$ cat src/sv/dpec_delay.sv
module dpec_delay #(
  parameter int W     = 8,
  parameter int DEPTH = 2
) (
  input  logic         clk,
  input  logic         rst,
  input  logic         en,
  input  logic         vin,
  input  logic [W-1:0] din,
  output logic         vout,
  output logic [W-1:0] dout
);

  logic [DEPTH-1:0] vsr;
  logic [W-1:0]     dsr [DEPTH];

  always_ff @(posedge clk) begin
    if (rst) begin
      vsr <= '0;
    end else if (en) begin
      vsr <= {vsr[DEPTH-2:0], vin};
    end
  end

  always_ff @(posedge clk) begin
    if (en) begin
      dsr[0] <= din;
      for (int i = 1; i < DEPTH; i++) begin
        dsr[i] <= dsr[i-1];
      end
    end
  end

  assign vout = vsr[DEPTH-1];
  assign dout = dsr[DEPTH-1];

endmodule

$ cat config.mk
export PLATFORM = sky130hd
export DESIGN_NAME = dpec_delay
export DESIGN_NICKNAME = d
export VERILOG_FILES = /design/src/sv/dpec_delay.sv
export SDC_FILE = /design/constraint.sdc
export NUM_CORES = 1
export LEC_CHECK = 0
export BUFFER_PORTS_ARGS = -buffer_cell sky130_fd_sc_hd__buf_2
export CELL_PAD_IN_SITES_DETAIL_PLACEMENT = 0
export CELL_PAD_IN_SITES_GLOBAL_PLACEMENT = 2
export CORE_ASPECT_RATIO = 1.25
export CORE_MARGIN = 2
export CORE_UTILIZATION = 29
export CTS_CLUSTER_DIAMETER = 120
export DETAILED_ROUTE_END_ITERATION = 8
export PLACE_DENSITY_LB_ADDON = 0.1
export SKIP_CTS_REPAIR_TIMING = 1
export SYNTH_ARGS = -nofsm -noshare
export SYNTH_HDL_FRONTEND = slang
export SYNTH_SLANG_ARGS = --single-unit
$ cat constraint.sdc
create_clock -name clk -period 0.8 [get_ports clk]
set_input_delay 0.04 -clock clk [delete_from_list [all_inputs] [get_ports clk]]
set_output_delay 0.04 -clock clk [all_outputs]
set_load 0.005 [all_outputs]
[After elaboration in Yosys (flattened, before gate mapping)]
Memories as Yosys holds them, arrays and structs flattened.
Index checks and enable logic that the tools add are counted.
Cells by class
  $add $sub $neg: 0
  reduce and logical (&&, ||, !) cells: 0
  mux-type cells: 2
  order comparisons: 0
  shift-type cells: 0
  div/mod/pow operators: 0
  bitwise operators: 0
  multiply operators: 0
  eq/ne operators: 0
Operator list (number)
  two-way mux 1 bit: 2
Word-level totals
  memory bits (read-only): 0
  output and inout port bits: 9
  input bits: 12
  flip-flop bits (word level): 2
  bits in latches: 0
  word-level logic and storage cells: 4
  RAM bits: 16
  memories kept: 1
Memory list
  dsr: words 2, width 8, rd ports 2, clocked after Yosys merged registers in 0, write ports 2, RTL line 15  | logic [W-1:0] dsr [DEPTH];

[Longest topological paths before layout]
  word-level depth: 2
  depth in mapped cells: 2
  mapped depth without buffers: 2

[Worst setup path before layout]
Ideal clock, no wire load.
  path type: register to register
  start: mem dsr[0][2]
  end: mem dsr[1][2], in the netlist dsr[0][10] (data pin)
  buffers on the path: 0
  setup slack: 0.211 ns
  stages on the path, launching flop included: 1
  arrival time: 0.323 ns
  required time: 0.534 ns
  cell sequence: edfxtp_1
RTL lines (RTL line)
  start, declared: 15

==> flow_metrics.py <==
metrics = {
    "setup_path": {
        "critical_path.max_stage_delay_ns": 0.38,
        "cp_data_arrival_time_ns": 0.79,
        "crit_path_cell_trace": "buf_2",
        "crit_buf_inv": 1,
        "slowest_stage": "edfxtp_1",
        "path_class": "flop to primary output",
        "cp_top_family": "flip-flops",
        "startpoint_type": "flop",
        "endpoint_kind": "primary output",
        "r2r_cells": 0,
        "r2r_slack_ns": 0.14,
        "worstPathRequired_ns": 0.76,
        "worstPathMaxFanout": 1,
        "r2r_start": "dsr[0][4]$_DFFE_PP_",
        "reg2reg_to": "dsr[0][12]$_DFFE_PP_",
    },
    "detailed_routing": {
        "drtPass1Iterations": 1,
        "ant_nets": 0,
        "vias_per_cell": 4.04,
        "vias": 307,
        "wl_per_cell_um": 10.3,
        "drt_iter0_drc": 0,
        "wl_um": 782,
        "drc_errors": 0,
    },
    "timing": {
        "slew_headroom": 0.915,
        "min_period_ns": 0.834,
        "slew_viol_final": 0,
        "max_freq_ghz": 1.20,
        "tightest_slew_ns": 0.124,
        "rsz0062_at_grt": "yes",
        "clock_skew_ns": 0.0118,
        "tns_ns": -0.140,
        "finalSetupViolCount": 8,
        "finalHoldViolCount": 1,
        "period_share": 1.04,
        "fin_ws_ns": -0.0339,
        "holdWs_ns": -0.0145,
    },
    "worst_hold_path": {
        "hold_start": "vin",
        "min_to": "vsr[0]$_SDFFE_PP0P_",
        "hp-class": "input port to flop",
        "hold_depth": 3,
    },
    "cts": {
        "clk_latency_ns": 0.28,
        "cts_buffers": 3,
        "clkTransAtPathRegs_ns": 0.10,
        "htree_levels": 1,
        "max-clock-path-buffers": 2,
        "cts_sinks": 18,
        "root_buffer": "clkbuf_4",
        "cts_tree": "built",
    },
    "finish": {
        "mostFrequentLayoutCell": "buf_2",
        "layout_common_cells": "buf_2, edfxtp_1, dlygate4sd3_1",
        "drive_gt1_frac": 0.464,
        "fin_util": 0.417,
        "stdcell_area_um2": 827,
        "multiInputGateArea_um2": 27.5,
        "seqCellArea_um2": 522,
        "nets": 69,
        "fillers": 200,
        "antennaDiodeCount": 0,
        "area_growth_pct": 36.0,
    },
    "status": {
        "violations": "hold timing, setup timing",
        "status": "finished with violations",
    },
    "yosys": {
        "postSynthAreaPerCell_um2": 20.3,
        "yosysWarnings": 0,
        "yosysUniqueCellTypes": 5,
        "ys_ff_latch": 18,
        "syn_nets": 42,
        "synth.cell_area_um2": 608,
        "ys_seq_area_frac": 0.856,
        "syn_inst": 30,
    },
    "floorplan": {
        "start_util": 0.307,
        "die_w_um": 45.0,
        "die_y_um": 55.2,
        "rows": 18,
        "dieArea_mm2": 0.00248,
        "ios": 21,
        "core_mm2": 0.00198,
    },
    "grt": {
        "grt_max_degree": 19,
        "grt-ovfl-total": 0,
        "grt_pass1_vias": 275,
        "antenna_found_initial": 0,
        "grt_pass1_wl_mm": 1.13,
        "track_usage": 0.0674,
    },
    "flow_run": {
        "max-cap-violations": 0,
    },
    "place": {
        "gp_congestion": 0.577,
        "placed_area_um2": 693,
        "port_buffers": 20,
        "place_ws_ns": 0.135,
    },
    "power": {
        "p_leak_uw": 0.000337,
        "pwr_density_cell_mw_per_mm2": 2150,
        "ir_drop_mv": 0.916,
    },
}
-- cell type report --
type | count | area share
sequential | 18 | 0.631
timing repair buffer | 30 | 0.262
clock buffer | 4 | 0.0439
multi-input combinational | 4 | 0.0333
tap | 20 | 0.0303
-- how the worst max path moves through the flow --
stage                                       to  slack (ns)                start  depth (start not counted)
after floorplan           dsr[0][10]$_DFFE_PP_        0.21  dsr[0][2]$_DFFE_PP_                          0
final                                  dout[0]       -0.03  dsr[0][8]$_DFFE_PP_                          1
after detailed placement   vsr[1]$_SDFFE_PP0P_        0.14                   en                          4
after global routing                   dout[1]       -0.09  dsr[0][9]$_DFFE_PP_                          1
after global placement     vsr[1]$_SDFFE_PP0P_        0.17                   en                          4
after CTS                              dout[0]       -0.06  dsr[0][8]$_DFFE_PP_                          1
-- tightest hold or removal path, delay by kind of cell --
kind | cells | cell delay (ns)
buf+inv | 1 | 0.07
simple gates | 1 | 0.07
mux | 1 | 0.06
-- Yosys cell counts --
master | instances | area share
mux2i_1 | 2 | 0.033
dfxtp_1 | 2 | 0.066
nor2_1 | 2 | 0.012
edfxtp_1 | 16 | 0.79
buf_4 | 8 | 0.099
-- power by group --
group | internal, uW | switching (uW)
logic | 81.6 | 45.2
clock network | 277 | 259
registers | 1100 | 16.3
-- routing by layer --
layer / up-vias / part of all wire / GRT usage
met4: 0 / 0.010 / 0.0588
met1: 135 / 0.39 / 0.0707
met3: 2 / 0.12 / 0.0260
met5: - / 0 / 0
li1: 152 / - / -
met2: 18 / 0.47 / 0.105
-- cells by family after synthesis --
family                 synth area share
buffers and inverters            0.0988
DFF                               0.856
muxes                            0.0329
and+or+nand+nor                  0.0124
-- state kept, by name, summed over array words and instances, names as in the netlist --
register	flops
vsr	2
dsr	16
-- metrics by stage --
stage / total power [uW] / std cells
after floorplan: 1180 / 30
after global placement: 1220 / 63
after detailed placement: 1230 / 63
after CTS: 1760 / 67
after global routing: 1840 / 76
final: 1780 / 76
Power figures use the tool's default switching activity.
