**config.mk**
```make
export PLATFORM = sky130hd
export DESIGN_NAME = dpec_sqrt
export DESIGN_NICKNAME = d
export VERILOG_FILES = /design/src/sv/dpec_sqrt.sv
export SDC_FILE = /design/constraint.sdc
export NUM_CORES = 2
export LEC_CHECK = 0
export BUFFER_PORTS_ARGS = -buffer_cell sky130_fd_sc_hd__buf_2
export CAP_MARGIN = 5
export CELL_PAD_IN_SITES_DETAIL_PLACEMENT = 0
export CELL_PAD_IN_SITES_GLOBAL_PLACEMENT = 1
export CORE_MARGIN = 3
export CORE_UTILIZATION = 27
export CTS_BUF_LIST = sky130_fd_sc_hd__clkbuf_4
export DETAILED_ROUTE_END_ITERATION = 10
export MAX_ROUTING_LAYER = met4
export PLACE_DENSITY_LB_ADDON = 0.1
export SLEW_MARGIN = 5
export SYNTH_ARGS = -nofsm -noshare
export SYNTH_HDL_FRONTEND = slang
export SYNTH_MEMORY_MAX_BITS = 65536
export SYNTH_SLANG_ARGS = --single-unit
```
**constraint.sdc**
```tcl
create_clock -name clk -period 5.45 [get_ports clk]
set_input_delay 0.2725 -clock clk [delete_from_list [all_inputs] [get_ports clk]]
set_output_delay 0.2725 -clock clk [all_outputs]
set_load 0.02 [all_outputs]
```
**src/sv/dpec_sqrt.sv**
```systemverilog
module dpec_sqrt #(
  parameter int RW = 64
) (
  input  logic              clk,
  input  logic              en,
  input  logic [RW-1:0]     rad,
  output logic [RW/2-1:0]   root
);

  localparam int SW = RW / 2;
  localparam int MW = SW + 2;

  logic [MW-1:0] rem_q  [SW];
  logic [SW-1:0] root_q [SW];
  logic [RW-1:0] rad_q  [SW];

  // One result bit per stage, restoring digit-by-digit square root
  for (genvar g = 0; g < SW; g++) begin : g_stage
    logic [MW-1:0] rem_i;
    logic [SW-1:0] root_i;
    logic [RW-1:0] rad_i;
    logic [MW+1:0] trial;
    logic [MW+1:0] test;
    logic          ge;

    if (g == 0) begin : g_head
      assign rem_i  = '0;
      assign root_i = '0;
      assign rad_i  = rad;
    end else begin : g_body
      assign rem_i  = rem_q[g-1];
      assign root_i = root_q[g-1];
      assign rad_i  = rad_q[g-1];
    end

    always_comb begin
      trial = {rem_i, rad_i[RW-1-2*g -: 2]};
      test  = (MW+2)'({root_i, 2'b01});
      ge    = (trial >= test);
    end

    always_ff @(posedge clk) begin
      if (en) begin
        rem_q[g]  <= ge ? MW'(trial - test) : MW'(trial);
        root_q[g] <= {root_i[SW-2:0], ge};
        rad_q[g]  <= rad_i;
      end
    end
  end

  assign root = root_q[SW-1];

endmodule

```
## After elaboration in Yosys (flattened, before gate mapping)

Memories as Yosys holds them, arrays and structs flattened.
Index checks and enable logic that the tools add are counted.

| word-level totals | value |
|---|---|
| register bits | 0 |
| bits in read-only memories | 0 |
| word-level logic and storage cells | 101 |
| memories | 3 |
| RAM bits | 4,160 |
| bits of input ports | 66 |
| latch bits | 0 |
| output and inout port bits | 32 |

| cells by class | value |
|---|---|
| shifts and indexed selects | 0 |
| multiply operators | 0 |
| reduce and logical (&&, ||, !) cells | 0 |
| add/sub/neg operators | 32 |
| equality and inequality tests | 0 |
| multiplexer cells | 34 |
| divide/modulo/power cells | 0 |
| bitwise operators | 0 |
| magnitude comparators | 32 |

Memory list:

| memory | words | bits a word | read ports | clocked after Yosys merged registers in | wr ports | line | source |
|---|---|---|---|---|---|---|---|
| rad_q | 32 | 64 | 31 | 0 | 32 | 15 | `logic [RW-1:0] rad_q [SW];` |
| rem_q | 32 | 34 | 31 | 0 | 32 | 13 | `logic [MW-1:0] rem_q [SW];` |
| root_q | 32 | 32 | 32 | 0 | 32 | 14 | `logic [SW-1:0] root_q [SW];` |

Operator list:

| cell | number |
|---|---|
| $ge 36x34->1 | 31 |
| $mux 34 | 32 |
| $sub 34x34->34 | 31 |
| $sub 2x1->3 const B | 1 |
| $ge 2x1->1 const B | 1 |
| $mux 1 | 2 |

## Depth between registers and ports, before layout

An unclocked memory read counts as a cell.

| logic depth | value |
|---|---|
| depth after elaboration | 3 |
| gate-level depth with buffers | 15 |
| mapped depth without buffers | 13 |

## Least setup slack after synthesis

Ideal clock, no wire load.

| timing path | value |
|---|---|
| path type | reg-to-reg |
| start | memory rem_q[9][13] (netlist name) |
| end | memory rem_q[10][18] (netlist name) (data pin) |
| clock period less this slack | 3.482 ns |
| buffers on the path | 1 |
| data required time | 5.179 ns |
| stages on the path, launching flop included | 11 |
| library setup time | 0.271 ns |
| path slack | 1.968 ns |
| arrival time | 3.211 ns |
| path through | edfxtp_1 -> or4_1 -> or3_1 -> or3_4 -> or3_1 -> or3_4 -> nor4_4 -> or3_1 -> buf_2 -> nor4_1 -> xor2_1 |

RTL lines:

| element | line |
|---|---|
| start: declaration | 13 |

==> results.toml <==
[status]
status = "completed"

[power_and_ir_drop]
p_comb_frac = 0.207
internal_power_mw = 38.47
p_switching_mw = 16.79
irDropWorstVdd_uv = 191.6
p_leak_nw = 51.80
clkPwrFrac = 0.318
seqPwrFrac = 0.475
p_sw_frac = 0.3038
p_per_area_mw_per_mm2 = 405.4

[floorplan]
die-width_um = 664.6
io_pins = 98
start_util = 0.2714
die_area_mm2 = 0.4417
die_y_um = 664.6
core_mm2 = 0.4315
fp-row-count = 241

[clock_tree]
cts_tree = "built"
post-cts-setup-buffers = 0
clkTransAtPathRegs_ns = 0.07
h-tree-depth = 6
cts_buffers = 727
cts-root-buf = "clkbuf_4"
clock_latency_ns = 1.57
clockBufferDepth = 4
cts_sinks = 2523

[timing]
finalHoldViolations = 0
period_share = 0.7908
grt_setup_unrepaired = "false"
max_freq_mhz = 232.0
min_period_ns = 4.310
finalWorstSetupSlack_ns = 1.140
skew_ns = 0.1359
worst_slew_pin_slew_ns = 1.203
setup_viol = 0
slew_headroom = 0.1909
setup-tns-final_ns = 0
hold_slack_ns = 0.2924
final_max_slew_viol_count = 0

[place]
gp_congestion = 0.8045
port_buffers = 97
dp_hpwl_mm = 201.3
place_area_mm2 = 0.1250
dpl_worst_slack_ns = 1.182

[yosys]
yosysSeqAreaShare = 0.6469
synth_nets = 9706
synth_top_area_cell = "edfxtp_1"
ys_ff_latch = 2523
netlist_instances = 9078
synth.avg_cell_area_um2 = 12.90
synthTopCellsByArea = "edfxtp_1, ha_1, xor2_1, xnor2_1, a21oi_1"
yosysWarnings = 0
yosysUniqueCellTypes = 82
synth_area_mm2 = 0.1171
synthFlopType = "edfxtp_1"
synth.top_cell.area_share = 0.6469
async_flop_share = 0
synth_edf_count = 2523

[worst_setup_path]
worstPathMaxFanout = 44
cpLargestDelayFamily = "compound AO/OA/AOI/OAI gates"
path_buf_inv = 1
path_class = "reg2reg"
slowest_stage = "a2111oi_0"
arrival_ns = 5.51
cp-end-kind = "register"
r2r_slack_ns = 1.14
cpPeakStageDelay_ns = 0.89
worstSetupStartpointType = "register"
r2r_start = "rem_q[19][19]"
timing.rr.end = "rem_q[20][13]"
path_cells = "ha_1, a2111oi_0, nor4b_1, nand3_1, o21ba_2, inv_1, mux2_2"
r2r_cells = 7
required_ns = 6.65

[grt]
grt_pass1_vias = 75130
antenna_found_initial = 16
grt_util_all_layers = 0.1295
grt_max_degree = 158
grt_pass1_wl_mm = 440.3
grt_overflow = 0

[route]
vias = 72690
avgRoutedWirePerCell_um = 17.39
first_iter_violations = 3935
via_per_inst = 4.459
wl_mm = 283.4
route.detailed.drc = 0
drtPass1Iterations = 7
antenna_left = 0

[cells_and_area]
fin_nets = 10650
area_delta_synth_final_pct = 16.39
final_cell_mix = "edfxtp_1, clkbuf_4, inv_1, nor2_1, a21oi_1"
drive_gt1_frac = 0.1374
final_common_cell = "edfxtp_1"
postLayoutCellArea_mm2 = 0.1363

[job]
max_cap_viol_count = 0

[worst_hold_path]
min_from = "rad_q[18][21]"
worstHoldEndpoint = "rad_q[19][21]"
hp-class = "reg2reg"
hold_depth = 0
## through the flow
step	total power [mW]	instances	utilization
2_1_floorplan	34.08	9078	-
3_3_place_gp	38.22	14800	0.2898
3_5_place_dp	38.15	14800	0.2898
4_1_cts	56.69	16270	0.3157
5_1_grt	59.28	16300	0.3159
6_report	55.26	16300	0.3159
## what timing repair did
item | in CTS | in global routing
resized for setup | 0 | 0
hold buffers | 197 | 0
hold endpoints to repair | 2588 | 0
## power by group through the flow
stage	Sequential, mW	Clock [mW]	Combinational [mW]
after CTS	26.4	18.7	11.6
final	26.2	17.6	11.5
after detailed placement	26.7	0	11.4
after floorplan	25.8	0	8.24
after global routing	26.5	19.8	12.9
after global placement	26.8	0	11.5
## cells in the mapped netlist, types with 46 or more instances
| master | number |
|---|---|
| nand4_1 | 98 |
| a211oi_1 | 46 |
| inv_1 | 686 |
| nor3_1 | 217 |
| or3_1 | 98 |
| a31oi_1 | 54 |
| nand3_1 | 147 |
| o21ai_0 | 463 |
| or4_1 | 57 |
| nor2b_1 | 76 |
| nand2_1 | 596 |
| and3_1 | 46 |
| edfxtp_1 | 2523 |
| or2_2 | 50 |
| xnor2_1 | 412 |
| mux2_2 | 58 |
| o21a_1 | 82 |
| nand2b_1 | 122 |
| xor2_1 | 442 |
| ha_1 | 562 |
| o31ai_1 | 46 |
| a21o_1 | 208 |
| nor4_1 | 117 |
| a21oi_1 | 635 |
| clkbuf_1 | 148 |
| nor2_1 | 638 |
## metal layers
layer,wire [µm],global-route usage,vias to the layer above,share of wire
met2,137400,0.2148,1371,0.48
met4,8132,0.04323,0,0.029
li1,-,-,36010,-
met3,11960,0.02398,603,0.042
met1,126000,0.1588,34710,0.44
met5,0,-,-,0
## worst max-delay path by stage
stage                       start            end  slack (ns)  depth (start not counted)
floorplan            rem_q[9][13]  rem_q[10][18]        1.97                         10
global placement     rem_q[19][8]  rem_q[20][33]        1.14                         11
detailed placement  rem_q[19][19]  rem_q[20][13]        1.18                          7
CTS                 rem_q[19][19]  rem_q[20][13]        1.12                          7
global route        rem_q[19][19]  rem_q[20][13]        0.85                          7
finish              rem_q[19][19]  rem_q[20][13]        1.14                          7
## cell type report
class,count,area (µm²)
clock buffers,1050,7883
well taps,5710,7144
multi-input cells,5705,38230
inverters,690,2590
clock inverters,225,1321
diodes,29,72.57
flip-flops and latches,2523,75760
repair buffers,371,3306
fillers,43380,295200
## sequential cells by signal, summed over array words and instances (netlist names)
name,flops
root_q,528
rad_q,992
rem_q,1003
## cell families (layout without fill, tap and decap cells)
group,count (synthesis),after routing,synth area share
compound gates,1823,1823,0.09499
xor+xnor,854,854,0.06386
fa+ha+maj,562,562,0.06004
buf+inv,850,2336,0.02732
flops,2523,2523,0.6469
mux,72,72,0.006773
other cells,1,30,0.00003202
simple gates,2393,2393,0.1001
## worst reg2reg max path: stages, from the launching register on
cell	delay, ns
edfxtp_1	0.39
ha_1	0.41
a2111oi_0	0.89
nor4b_1	0.53
nand3_1	0.17
o21ba_2	0.87
inv_1	0.39
mux2_2	0.38
(Power assumes the default switching activity.)
